`src/design/amm_pkg.sv`:
```
// shared types and constants of the audio mixing matrix
// no dependencies; every other design file imports this package
package amm_pkg;

    localparam int CHANNELS     = 8;
    localparam int SAMPLE_WIDTH = 16;
    localparam int GAIN_WIDTH   = 16;
    localparam int INT_BITS     = 4;
    localparam int FRAC_BITS    = GAIN_WIDTH - INT_BITS;

    localparam int CH_W    = $clog2(CHANNELS);
    localparam int COUNT_W = 4;
    localparam int PROD_W  = SAMPLE_WIDTH + GAIN_WIDTH;

    // adder tree: products summed in groups, then groups summed
    localparam int GROUP    = 4;
    localparam int NGROUP   = (CHANNELS + GROUP - 1) / GROUP;
    localparam int GROUP_SW = PROD_W + $clog2(GROUP);
    localparam int ACC_W    = PROD_W + CH_W;

    localparam int CFG_INDEX_W = 2;
    localparam int CFG_DATA_W  = COUNT_W;

    localparam logic [CFG_INDEX_W-1:0] CFG_ACTIVE_INPUTS  = CFG_INDEX_W'(0);
    localparam logic [CFG_INDEX_W-1:0] CFG_ACTIVE_OUTPUTS = CFG_INDEX_W'(1);

    localparam logic OP_LOAD = 1'b0;
    localparam logic OP_MIX  = 1'b1;

    localparam logic [COUNT_W-1:0] COUNT_RESET = COUNT_W'(CHANNELS);

    typedef logic signed [SAMPLE_WIDTH-1:0] sample_t;
    typedef logic signed [GAIN_WIDTH-1:0]   gain_t;
    typedef logic signed [PROD_W-1:0]       prod_t;
    typedef logic signed [GROUP_SW-1:0]     group_t;
    typedef logic signed [ACC_W-1:0]        acc_t;
    typedef logic [COUNT_W-1:0]             count_t;
    typedef logic [CH_W-1:0]                chan_t;
    typedef logic [CFG_INDEX_W-1:0]         cfg_index_t;
    typedef logic [CFG_DATA_W-1:0]          cfg_data_t;

endpackage

```
`src/design/amm_round.sv`:
```
// final adder level, rounding and saturation, and output register of the mixer
// depends on amm_pkg
module amm_round
(
    input  logic                                                        clk,
    input  logic                                                        rst_n,
    input  logic                                                        in_valid,
    output logic                                                        in_ready,
    input  amm_pkg::group_t [amm_pkg::CHANNELS-1:0][amm_pkg::NGROUP-1:0]   in_group,
    output logic                                                        out_valid,
    input  logic                                                        out_ready,
    output amm_pkg::sample_t [amm_pkg::CHANNELS-1:0]                     out_mix
);
    import amm_pkg::*;

    localparam acc_t HALF_LSB = acc_t'(1) <<< (FRAC_BITS - 1);
    localparam acc_t SAT_MAX  = (acc_t'(1) <<< (SAMPLE_WIDTH - 1)) - acc_t'(1);
    localparam acc_t SAT_MIN  = -(acc_t'(1) <<< (SAMPLE_WIDTH - 1));

    logic                     s4_valid_reg;
    logic                     s4_valid_next;
    sample_t [CHANNELS-1:0]   mix_reg;
    sample_t [CHANNELS-1:0]   mix_next;
    acc_t    [CHANNELS-1:0]   acc;
    acc_t    [CHANNELS-1:0]   scaled;
    logic                     in_take;

    assign in_ready = !s4_valid_reg || out_ready;
    assign in_take  = in_valid && in_ready;

    always_comb
    begin
        s4_valid_next = in_ready ? in_valid : s4_valid_reg;
    end

    // round half up, floor shift to Q1.15, then clamp
    always_comb
    begin
        for (int j = 0; j < CHANNELS; j++)
        begin
            acc[j] = '0;
            for (int g = 0; g < NGROUP; g++)
            begin
                acc[j] = acc[j] + acc_t'(in_group[j][g]);
            end
            scaled[j] = (acc[j] + HALF_LSB) >>> FRAC_BITS;
            if (scaled[j] > SAT_MAX)
            begin
                mix_next[j] = sample_t'(SAT_MAX);
            end
            else if (scaled[j] < SAT_MIN)
            begin
                mix_next[j] = sample_t'(SAT_MIN);
            end
            else
            begin
                mix_next[j] = scaled[j][SAMPLE_WIDTH-1:0];
            end
        end
    end

    always_ff @(posedge clk or negedge rst_n)
    begin
        if (!rst_n)
        begin
            s4_valid_reg <= 1'b0;
        end
        else
        begin
            s4_valid_reg <= s4_valid_next;
        end
    end

    always_ff @(posedge clk)
    begin
        if (in_take)
        begin
            mix_reg <= mix_next;
        end
    end

    assign out_valid = s4_valid_reg;
    assign out_mix   = mix_reg;

endmodule

```
`config.mk`:
```
export PLATFORM = sky130hd
export DESIGN_NAME = amm_round
export DESIGN_NICKNAME = d
export VERILOG_FILES = /design/src/design/amm_pkg.sv /design/src/design/amm_round.sv
export SDC_FILE = /design/constraint.sdc
export NUM_CORES = 1
export LEC_CHECK = 0
export BUFFER_PORTS_ARGS = -buffer_cell sky130_fd_sc_hd__buf_2
export CAP_MARGIN = 20
export CORE_AREA = 3 3 262 264
export DETAILED_ROUTE_END_ITERATION = 16
export DIE_AREA = 0 0 265 267
export GPL_ROUTABILITY_DRIVEN = 0
export GPL_TIMING_DRIVEN = 0
export PLACE_DENSITY = 0.62
export REMOVE_ABC_BUFFERS = 1
export SETUP_SLACK_MARGIN = 0.05
export SYNTH_ARGS = -nofsm -noshare
export SYNTH_HDL_FRONTEND = slang
export SYNTH_SLANG_ARGS = --single-unit
```
`constraint.sdc`:
```
create_clock -name clk -period 12.34 [get_ports clk]
set_input_delay 1.234 -clock clk [delete_from_list [all_inputs] [get_ports clk]]
set_output_delay 1.234 -clock clk [all_outputs]
set_load 0.01 [all_outputs]
```
Word-level counts from Yosys, hierarchy flattened
Cells that the tools add are included.
Operators by class
  muxes and demuxes: 8
  reductions and logical operators: 3
  add/sub/neg operators: 16
  magnitude comparators: 16
Operators with widths (number)
  $add A34 B34 Y35: 8
  $add A35 B13 Y35 const B: 8
  $gt A23 B16 Y1 const B: 8
  $lt A23 B16 Y1 const B: 8
  $mux W16: 8
  $logic_and A1 B1 Y1: 1
  $logic_not A1 Y1: 1
  $logic_or A1 B1 Y1: 1
Word-level totals
  flip-flop bits (word level): 129
  word-level logic and storage cells: 52
  output and inout port bits: 130
  input port bits: 548

Depth between registers and ports, before layout
Gate-level depths: netlist of run 1.
  depth after elaboration: 4
  mapped depth: 16
  gate-level depth less buffers: 14

Worst setup path before layout of run 1
Ideal clock, no wire load.
  path type: input-to-reg
  start: in out_ready
  end: reg mix_reg, in the netlist out_mix[0] (enable)
  buffers on the path: 0
  library setup time: 0.503 ns
  cell stages on the path: 2
  required time: 11.837 ns
  setup slack: 7.443 ns
  arrival time: 4.394 ns
  cells stage by stage: nand2b_1 and2_1
Between the ends
  longest elaborated chain between the ends: 2
RTL lines
  start, declared: line amm_round.sv:11  | input logic out_ready,
  $logic_or A1 B1 Y1: line amm_round.sv:28  | assign in_ready = !s4_valid_reg || out_ready;
  $logic_and A1 B1 Y1: line amm_round.sv:29  | assign in_take = in_valid && in_ready;
  net in_take: line amm_round.sv:26  | logic in_take;
  end signal, assigned: line amm_round.sv:78  | mix_reg <= mix_next;
  end, declared: line amm_round.sv:22  | sample_t [CHANNELS-1:0] mix_reg;
The timed path passes the listed nets, and every way through them passes these cells.
A chain may end at the register's enable or synchronous reset.

Worst setup path in the final report of run 1
  start: in in_group[319] (netlist bit)
  end: reg mix_reg, in the netlist out_mix[69] (data pin)
Between the ends
  longest elaborated chain between the ends: 4
  elaborated cells between the ends (all ways): 5
  those cells by class: 2 x add/sub; 2 x order compare; 1 x mux
RTL lines
  start, declared: line amm_round.sv:9  | input amm_pkg::group_t [amm_pkg::CHANNELS-1:0][amm_pkg::NGROUP-1:0] in_group,
  $add A34 B34 Y35 *: line amm_round.sv:44  | acc[j] = acc[j] + acc_t'(in_group[j][g]);
  $add A35 B13 Y35 *: line amm_round.sv:46  | scaled[j] = (acc[j] + HALF_LSB) >>> FRAC_BITS;
  $lt A23 B16 Y1: line amm_round.sv:51  | else if (scaled[j] < SAT_MIN)
  $mux W16: line amm_round.sv:51
Mark *: on every way between the ends. The rest lies on a longest branch, timed or not.

==> summary.txt, run 1 <==
Power
  – Worst vdd ir: slightly below 0.00009 V
  – Lkg Pwr: approximately 12 nW
  – PwrDens: ~100 nW/um2
  – Total Power: 2.42 mW

Final layout
  – Area delta synth->final: 25.8%
  – Design area: between 20000 and 25000 um2
  – Nets@finish: a little under 4000
  – Share of cells above drive strength 1: 26.8%
  – Filler Cell Count: a little under 7000

Synth
  – Top post-synthesis cells by count: 520 x ha_1, 217 x a21oi_1, 151 x o21ai_0, 149 x nand2_1, 128 x edfxtp_1
  – Post-synthesis sequential area ratio: 19.6%
  – Yosys top cell by area: ha_1
  – Fraction of registers with async set/reset: less than 1%
  – Cell with the most instances after synthesis: ha_1
  – Largest cells by area after synthesis: ha_1 33%, edfxtp_1 19%, a21oi_1 5.5%
  – Library cells used by synthesis: 82
  – Synth Warn #: 0
  – Mean cell area of the mapped netlist: between 9 and 10 um2
  – Most used DFF post-synth: edfxtp_1
  – Mapped cell area: 19800 um2
  – Post-synth EDFFs: between 100 and 150
  – Yosys top cell area share: about a third
  – Post-synthesis cell count: about 2200
  – Synthesized flop and latch total: 129

Flow run
  – MaxCap Viol Count: 0

STA
  – Setup repair after global routing missed its margin: no
  – Hold WS: ~520 ps
  – Crit path time final: around 5400 ps
  – Worst Tran Pin Value: 1100 ps
  – Fin crit share: a little over two fifths
  – Max Slew Vio Count: 0
  – Worst Clk Skew: about 11 ps
  – Worst slew margin: between 20% and 30%
  – Setup ws final: around 6900 ps
  – F_max: around 190 MHz
  – Number of setup violations in the final report: 0
  – Setup TNS: 0 ps
  – Fin. Hold Viols: 0

Worst setup path
  – Data required time at the worst endpoint: 12520 ps
  – Crit-path max FO: 11
  – CP endpoint kind: register
  – Signal arrival time at the worst endpoint: roughly 5600 ps
  – Worst Setup Start Kind: input port
  – Worst reg2reg setup slack: 10400 ps
  – Worst Setup Path Type: input port to register
  – Worst reg2reg path depth: 4

Clock tree
  – Clock Path Buffers: 2
  – Post-CTS Resized: 0
  – TritonCTS Buffers: 17
  – CTS H-tree lvls: 4
  – # clock sinks: ~130
  – Clk root buf: clkbuf_16
  – Setup Fix Bufs, Post-CTS: 0
  – Clock transition at path regs: about 70 ps
  – CTS tree: built
  – Worst skew pair latency: about 470 ps
  – CTS Hold Bufs: 0

Place
  – Place WS: 6270 ps
  – Area post-placement: between 20000 and 25000 um2
  – DP Wirelength: around 61000 um
  – Buffers on Ports: a little under 700

Floorplan
  – Die Height: 267 um
  – Initial Util: around 30%
  – Die Width: 265 um
  – IO Pins: ~680
  – Core Region: roughly 67000 um2
  – DIE AREA: between 70000 and 80000 um2
  – Row count: 95

Routing
  – Drt first pass iters: 7
  – Iter 0 DRT Violations: just over 1000
  – Via Count: between 15000 and 20000
  – DR DRC count: 0
  – Routed WL: roughly 70000 um
  – Final antenna-violating net count: 0
  – Avg WL per Cell: between 15 and 20 um
  – Via density: about 5.2

Global routing
  – Initial antenna violation count: 36
  – Vias in the first global route: approximately 19000
  – First-pass GRT wire length: 104000 um
  – Pin count of the biggest net entering global routing: 57
  – GRT Overall Usage: roughly a fifth
  – Total congestion overflow: 0

Run status
  – Status: finished clean

Worst hold path
  – Hold/Removal Path Class: input port to async pin
==> state kept, by name, indices dropped and copies added (netlist names) <==
name and cells:
out_valid 1, out_mix 128
==> cell usage in the layout, fill, tap and decap left out, types with 8 or more instances in the layout <==
cell type	instances
a211o_1	11
a211oi_1	34
a21o_1	119
a21oi_1	217
a221oi_1	8
a22oi_1	9
a22oi_2	10
a31oi_1	25
and2_1	10
and3_1	15
and4_1	9
buf_2	677
buf_4	9
clkbuf_16	17
diode_2	22
edfxtp_1	128
ha_1	520
inv_1	92
nand2_1	149
nand2b_1	17
nand3_1	55
nand4_1	54
nor2_1	81
nor2b_1	12
nor3_1	30
nor4_1	12
o2111ai_1	8
o211ai_1	19
o21a_1	20
o21ai_0	151
o21bai_1	17
o31ai_1	14
or2_2	10
xnor2_1	95
xor2_1	68
==> report_power, final <==
part	switching (mW)	internal [mW]
Sequential	0.0191	0.574
Clock	0.231	0.337
Combinational	0.726	0.536
==> kinds of logic (layout without fill, tap and decap cells) <==
kind of cell               after synthesis  after routing  synth area share (%)
AOI/OAI and AO/OA                      743            743                  24.5
adders and majority gates              520            520                  32.9
and+or+nand+nor                        493            493                  12.7
xor gates and xnor gates               163            163                  7.22
buffers and inverters                  142            813                  2.89
DFF                                    129            129                  19.6
muxes                                    4              4                 0.209
other                                    0             22                     0
==> worst max-delay path: stages <==
cell,delay (ps)
buf_2,140
ha_1,340
ha_1,440
a21o_1,210
a2111oi_0,450
a211oi_1,140
nor4_1,580
o21ai_0,390
a21oi_1,260
xor2_1,250
nand2_1,100
o41ai_2,610
buf_4,290
a21oi_1,140
==> per-stage QoR <==
step	instances	utilization [%]
2_1_floorplan	2144	-
3_3_place_gp	3694	36.0
3_5_place_dp	3704	36.2
4_1_cts	3736	37.1
5_1_grt	3751	37.2
6_report	3760	37.2
==> layer usage <==
metal | wire (um) | up-vias | track usage (%) | share of wire [%]
li1 | - | 9839 | - | -
met1 | 28800 | 8939 | 22.6 | 41
met2 | 33300 | 609 | 32.5 | 48
met3 | 5110 | 112 | 5.41 | 7.3
met4 | 2280 | 24 | 7.30 | 3.3
met5 | 173 | - | 0 | 0.25
==> path summary, 6_finish.rpt <==
kind | to | startpoint
max in group asynchronous | out_valid$_DFFE_PN0N_ | rst_n
worst min register to register | out_valid$_DFFE_PN0N_ | out_valid$_DFFE_PN0N_
worst max-delay path | out_mix[69]$_SDFFCE_PN1P_ | in_group[319]
min in group clk | out_valid$_DFFE_PN0N_ | out_valid$_DFFE_PN0N_
worst min-delay path | out_valid$_DFFE_PN0N_ | rst_n
worst max register to register | out_mix[64]$_SDFFCE_PN1P_ | out_valid$_DFFE_PN0N_
==> final cells by class <==
| cell class | instances | area (um2) | area share (%) |
|---|---|---|---|
| antenna | 22 | 55.1 | 0.222 |
| clock buffer | 18 | 429 | 1.73 |
| clock inverter | 14 | 186 | 0.750 |
| inverter | 92 | 345 | 1.39 |
| multi-input combinational | 1923 | 15400 | 61.8 |
| sequential | 129 | 3870 | 15.6 |
| tap | 873 | 1090 | 4.40 |
| timing repair buffer | 689 | 3520 | 14.2 |
No activity file was read; power rests on OpenSTA's default activity.
==> run 2, diff against run 1 <==
--- a/config.mk
+++ b/config.mk
@@ -12,7 +12,7 @@
 export DIE_AREA = 0 0 265 267
 export GPL_ROUTABILITY_DRIVEN = 0
 export GPL_TIMING_DRIVEN = 0
-export PLACE_DENSITY = 0.62
+export PLACE_DENSITY = 0.64
 export REMOVE_ABC_BUFFERS = 1
 export SETUP_SLACK_MARGIN = 0.05
 export SYNTH_ARGS = -nofsm -noshare
==> constraint.sdc (replaced) <==
create_clock -name clk -period 4.7 [get_ports clk]
set_input_delay 0.47 -clock clk [delete_from_list [all_inputs] [get_ports clk]]
set_output_delay 0.47 -clock clk [all_outputs]
set_load 0.01 [all_outputs]
==> summary.txt, run 2 (same netlist as run 1, synthesis figures left out) <==
Final layout
  – Filler Cell Count: 6908 (-0.79%)
  – Multi-input logic area: 15400 um2 (+0.20%)
  – Area delta synth->final: 25.8% (about the same)
  – Design area: 24900 um2 (about the same)
  – Leading cell types in the layout, fill and taps excluded: 678 x buf_2, 520 x ha_1, 217 x a21oi_1
  – Register area: 3870 um2 (unchanged)
  – Non-Filler Instances: 3747 (-0.35%)
  – Nets@finish: 3923 (+0.077%)
  – Share of cells above drive strength 1: 27.0% (+0.25 points)
  – Max reg flops: 128 (unchanged)
  – Commonest non-fill, non-tap cell in the layout: buf_2
  – Fin util: 37.2% (about the same)

Routing
  – Avg WL per Cell: 18.7 um (+0.77%)
  – Iter 0 DRT Violations: 1017 (-0.68%)
  – Via Count: 19600 (+0.52%)
  – Routed WL: 70000 um (+0.42%)
  – Final antenna-violating net count: 0 (unchanged)
  – Drt first pass iters: 5 (-2)
  – DR DRC count: 0 (unchanged)
  – Via density: 5.24 (+0.87%)

Clock tree
  – TritonCTS Buffers: 17 (unchanged)
  – Clock transition at path regs: 60 ps (about the same)
  – Clock Path Buffers: 2 (unchanged)
  – # clock sinks: 129 (unchanged)
  – Worst skew pair latency: 470 ps (about the same)
  – Clk root buf: clkbuf_16
  – CTS H-tree lvls: 4 (unchanged)
  – CTS tree: built

Global routing
  – Pin count of the biggest net entering global routing: 51 (-11%)
  – GRT Overall Usage: 19.0% (about the same)
  – First-pass GRT wire length: 105000 um (+0.49%)
  – Total congestion overflow: 0 (unchanged)
  – Vias in the first global route: 19100 (+0.016%)
  – Initial antenna violation count: 15 (-58%)

Floorplan
  – IO Pins: 678 (unchanged)
  – Core Region: 66800 um2 (unchanged)
  – Die Width: 265 um (unchanged)
  – Die Height: 267 um (unchanged)
  – DIE AREA: 70800 um2 (unchanged)
  – Initial Util: 29.6% (unchanged)
  – Row count: 95 (unchanged)

STA
  – Worst Clk Skew: 7.58 ps (-3.45 ps)
  – F_max: approximately 220 MHz
  – Worst Tran Pin Value: 951 ps (-144 ps)
  – Worst slew margin: 36.6% (+11 points)
  – Max Slew Vio Count: 0 (unchanged)
  – Hold WS: 205 ps (-317 ps)
  – Setup TNS: 0 ps (unchanged)
  – Setup ws final: 214 ps (-6740 ps)
  – Crit path time final: around 4500 ps
  – Setup repair after global routing missed its margin: no
  – Fin. Hold Viols: 0 (unchanged)
  – Fin crit share: a little over nine tenths
  – Number of setup violations in the final report: 0 (unchanged)

Worst setup path
  – CP max stage cell: o41ai_4
  – Worst path cell trace: buf_2, ha_1, ha_1, a21o_1, a2111oi_0, a211oi_1, nor4_2, o21ai_0, a21oi_1, xor2_1, nand2_1, o41ai_4, buf_4, a21oi_1
  – CP Buf/Inv Count: 2 (unchanged)
  – Signal arrival time at the worst endpoint: 4670 ps (-910 ps)
  – Data required time at the worst endpoint: 4880 ps (-7640 ps)
  – Max incr delay on CP: 570 ps (-40 ps)
  – Worst Setup Path Type: input port to register
  – CP endpoint kind: register
  – Crit-path max FO: 9 (-2)
  – Worst Setup Start Kind: input port
  – Crit path max-delay family: compound AO/OA/AOI/OAI gates

Run status
  – Status: finished clean

Place
  – Area post-placement: 24200 um2 (about the same)
  – Buffers on Ports: 677 (unchanged)
  – DP Wirelength: 60900 um (+0.18%)
  – Place WS: -649 ps (-6920 ps)
  – Dpl cells: 3706 (+0.054%)

Power
  – Total Power: 6.38 mW (+160%)
  – PwrDens: 257 nW/um2 (+160%)
  – Lkg Pwr: 12.5 nW (+0.23%)
  – Worst vdd ir: 0.000182 V (+110%)

Flow run
  – MaxCap Viol Count: 0 (unchanged)

Worst hold path
  – Hold/Removal Path Class: input port to register
[run 2: cell count changes in the layout (fill, tap and decap cells not counted), moves of 2 or more]
cell	delta
buf_4	+2
clkinv_1	-2
clkinv_4	+3
diode_2	-16
[run 2: layout make-up]
| class | count | area share [%] |
|---|---|---|
| multi-input cells | 1923 | 61.9 |
| flip-flops and latches | 129 | 15.6 |
| repair buffers | 692 | 14.2 |
| well taps | 873 | 4.39 |
| clock buffers | 17 | 1.71 |
| inverters | 92 | 1.39 |
| clock inverters | 15 | 0.730 |
| diodes | 6 | 0.0604 |
[run 2: where the power goes]
group | internal, mW | switching, mW | total (mW)
Clock | 0.838 | 0.623 | 1.46
Combinational | 1.42 | 1.95 | 3.37
Sequential | 1.51 | 0.0423 | 1.55
[run 2: final timing paths]
path / start / end / slack, ps / cells after the start
max: in_group[285] / out_mix[71]$_SDFFCE_PN1P_ / 210 / 14
min in group asynchronous: rst_n / out_valid$_DFFE_PN0N_ / 320 / 2
min: in_valid / out_valid$_DFFE_PN0N_ / 210 / 2
max reg2reg: out_valid$_DFFE_PN0N_ / out_mix[60]$_SDFFCE_PN1P_ / 2900 / 3
min reg2reg: out_valid$_DFFE_PN0N_ / out_valid$_DFFE_PN0N_ / 550 / 2
max in group asynchronous: rst_n / out_valid$_DFFE_PN0N_ / 4300 / 2
[run 2: repair_timing]
action | 4_1_cts | 5_1_grt
endpoints found under the hold margin | 1 | 0
resized for setup | 1 | 4
setup endpoints to repair | 9 | 23
setup buffers | 0 | 1
pin swaps | 0 | 1
hold buffers | 1 | 0
[run 2: per-layer routing]
metal | vias up | track usage [%] | share of wire (%) | wire length (um)
met5 | - | 0 | 0.13 | 94
met4 | 18 | 8.70 | 4.1 | 2900
met3 | 130 | 4.19 | 6.0 | 4200
met2 | 636 | 33.0 | 48 | 33500
met1 | 9010 | 22.3 | 42 | 29300
li1 | 9831 | - | - | -
==> run 3, diff against run 2 <==
--- a/config.mk
+++ b/config.mk
@@ -7,9 +7,9 @@
 export LEC_CHECK = 0
 export BUFFER_PORTS_ARGS = -buffer_cell sky130_fd_sc_hd__buf_2
 export CAP_MARGIN = 20
-export CORE_AREA = 3 3 262 264
+export CORE_AREA = 5 5 264 266
 export DETAILED_ROUTE_END_ITERATION = 16
-export DIE_AREA = 0 0 265 267
+export DIE_AREA = 0 0 269 271
 export GPL_ROUTABILITY_DRIVEN = 0
 export GPL_TIMING_DRIVEN = 0
 export PLACE_DENSITY = 0.64
==> summary.txt, run 3 (same netlist as run 1, synthesis figures left out) <==
Power
  – Worst vdd ir: 0.000180 V (-1.2%)
  – Total Power: 6.37 mW (-0.11%)
  – Lkg Pwr: 12.5 nW (-0.12%)
  – PwrDens: 256 nW/um2 (about the same)

Routing
  – Final antenna-violating net count: 0 (unchanged)
  – Drt first pass iters: 7 (+2)
  – DR DRC count: 0 (unchanged)
  – Avg WL per Cell: 19.1 um (+2.5%)
  – Via density: 5.23 (-0.13%)
  – Via Count: 19600 (-0.11%)
  – Routed WL: 71800 um (+2.5%)
  – Iter 0 DRT Violations: 997 (-2.0%)

STA
  – Worst Clk Skew: 15.9 ps (+8.31 ps)
  – Worst slew margin: 39.1% (+2.5 points)
  – Worst Tran Pin Value: 913 ps (-37.8 ps)
  – Setup repair after global routing missed its margin: no
  – Fin. Hold Viols: 0 (unchanged)
  – Setup TNS: 0 ps (unchanged)
  – Max Slew Vio Count: 0 (unchanged)
  – Crit path time final: 4450 ps (-31.7 ps)
  – F_max: 225 MHz (+0.71%)
  – Number of setup violations in the final report: 0 (unchanged)
  – Fin crit share: 94.8% (-0.67 points)

Final layout
  – Nets@finish: 3920 (-0.076%)
  – Leading cell types in the layout, fill and taps excluded: 677 x buf_2, 520 x ha_1, 217 x a21oi_1
  – Filler Cell Count: 6859 (-0.71%)
  – Design area: 24800 um2 (about the same)
  – Commonest non-fill, non-tap cell in the layout: buf_2
  – Area delta synth->final: 25.7% (about the same)
  – Share of cells above drive strength 1: 26.9% (-0.15 points)
  – Max reg flops: 128 (unchanged)

Place
  – Area post-placement: 24200 um2 (about the same)
  – DP Wirelength: 62300 um (+2.2%)
  – Buffers on Ports: 677 (unchanged)

Run status
  – Status: finished clean

Floorplan
  – Initial Util: 29.6% (unchanged)
  – Die Width: 269 um (+1.5%)
  – Die Height: 271 um (+1.5%)
  – Row count: 95 (unchanged)
  – IO Pins: 678 (unchanged)
  – Core Region: 66800 um2 (unchanged)
  – DIE AREA: 72900 um2 (+3.0%)

Clock tree
  – TritonCTS Buffers: 17 (unchanged)
  – CTS tree: built
  – Setup Fix Bufs, Post-CTS: 0 (unchanged)
  – Clock transition at path regs: 70 ps (about the same)
  – Clock Path Buffers: 2 (unchanged)
  – CTS H-tree lvls: 4 (unchanged)
  – # clock sinks: 129 (unchanged)
  – Worst skew pair latency: 480 ps (about the same)
  – Clk root buf: clkbuf_16

Global routing
  – Vias in the first global route: 19100 (-0.079%)
  – GRT Overall Usage: 18.6% (-0.34 points)
  – First-pass GRT wire length: 106000 um (+1.4%)
  – Pin count of the biggest net entering global routing: 53 (+3.9%)
  – Initial antenna violation count: 15 (unchanged)
  – Total congestion overflow: 0 (unchanged)

Flow run
  – MaxCap Viol Count: 0 (unchanged)

Worst hold path
  – Hold/Removal Path Class: input port to register

Worst setup path
  – Worst path cell trace: buf_2, ha_1, ha_1, a21o_1, a2111oi_0, a211oi_1, nor4_2, o21ai_0, a21oi_1, xor2_1, nand2_1, o41ai_4, buf_4, a21oi_1
  – Crit-path max FO: 9 (unchanged)
  – CP max stage cell: o41ai_4
  – Signal arrival time at the worst endpoint: 4630 ps (-40 ps)
  – CP endpoint kind: register
  – Worst Setup Start Kind: input port
  – Worst Setup Path Type: input port to register
  – Max incr delay on CP: 570 ps (about the same)
  – Data required time at the worst endpoint: 4880 ps (about the same)
## run 3: power by group
part	leakage (nW)	internal [mW]	switching (mW)
sequential	1.24	1.51	0.0395
clock	0.291	0.839	0.628
combinational	10.9	1.41	1.95
## run 3: area by class of cell
type | instances | area (um2) | share of cell area [%]
Timing Repair Buffer | 689 | 3520 | 14.2
Clock inverter | 15 | 181 | 0.730
Inverter | 92 | 345 | 1.39
Sequential cell | 129 | 3870 | 15.6
Tap cell | 873 | 1090 | 4.40
Clock buffer | 17 | 425 | 1.71
Antenna cell | 10 | 25.0 | 0.101
Multi-Input combinational cell | 1923 | 15400 | 61.9
## run 3: repair_timing
item	CTS	global route
endpoints found under the setup margin	4	21
resized for setup	1	3
hold buffers	1	0
endpoints found under the hold margin	1	0
gates cloned	0	0
## run 3: critical path: cells and delay by family
| kind | cells | cell delay [ps] |
|---|---|---|
| xor+xnor | 1 | 250 |
| simple gates | 2 | 570 |
| compound gates | 7 | 2220 |
| fa+ha+maj | 2 | 760 |
| buf+inv | 2 | 360 |
## run 3: stage by stage
| stage | hold WS [ps] | std cells | util, % | worst slack [ps] |
|---|---|---|---|---|
| 6_report | 187 | 3748 | 37.2 | 246 |
| 5_1_grt | 157 | 3743 | 37.2 | 56.9 |
| 4_1_cts | 142 | 3737 | 37.1 | 124 |
| 3_5_place_dp | 245 | 3704 | 36.2 | -576 |
| 3_3_place_gp | 245 | 3694 | 36.0 | -1690 |
| 2_1_floorplan | 174 | 2144 | - | 543 |
## run 3: path summary, 6_finish.rpt
| path | from | endpoint | slack (ps) | depth (start not counted) |
|---|---|---|---|---|
| worst max-delay path | in_group[285] | out_mix[69]$_SDFFCE_PN1P_ | 250 | 14 |
| worst min-delay path | in_valid | out_valid$_DFFE_PN0N_ | 190 | 2 |
| worst max register to register | out_valid$_DFFE_PN0N_ | out_mix[30]$_SDFFCE_PN1P_ | 2700 | 4 |
| worst min register to register | out_valid$_DFFE_PN0N_ | out_valid$_DFFE_PN0N_ | 540 | 2 |
| max in group asynchronous | rst_n | out_valid$_DFFE_PN0N_ | 4330 | 2 |
| min in group asynchronous | rst_n | out_valid$_DFFE_PN0N_ | 290 | 2 |
## run 3: routing by layer
metal | share of wire [%] | global-route usage (%) | routed length [um] | vias to the layer above
met2 | 49 | 32.4 | 34800 | 627
met4 | 3.0 | 7.24 | 2150 | 10
met5 | 0.088 | 0 | 63 | -
met1 | 42 | 22.2 | 30000 | 9056
li1 | - | - | - | 9820
met3 | 6.6 | 4.27 | 4720 | 91
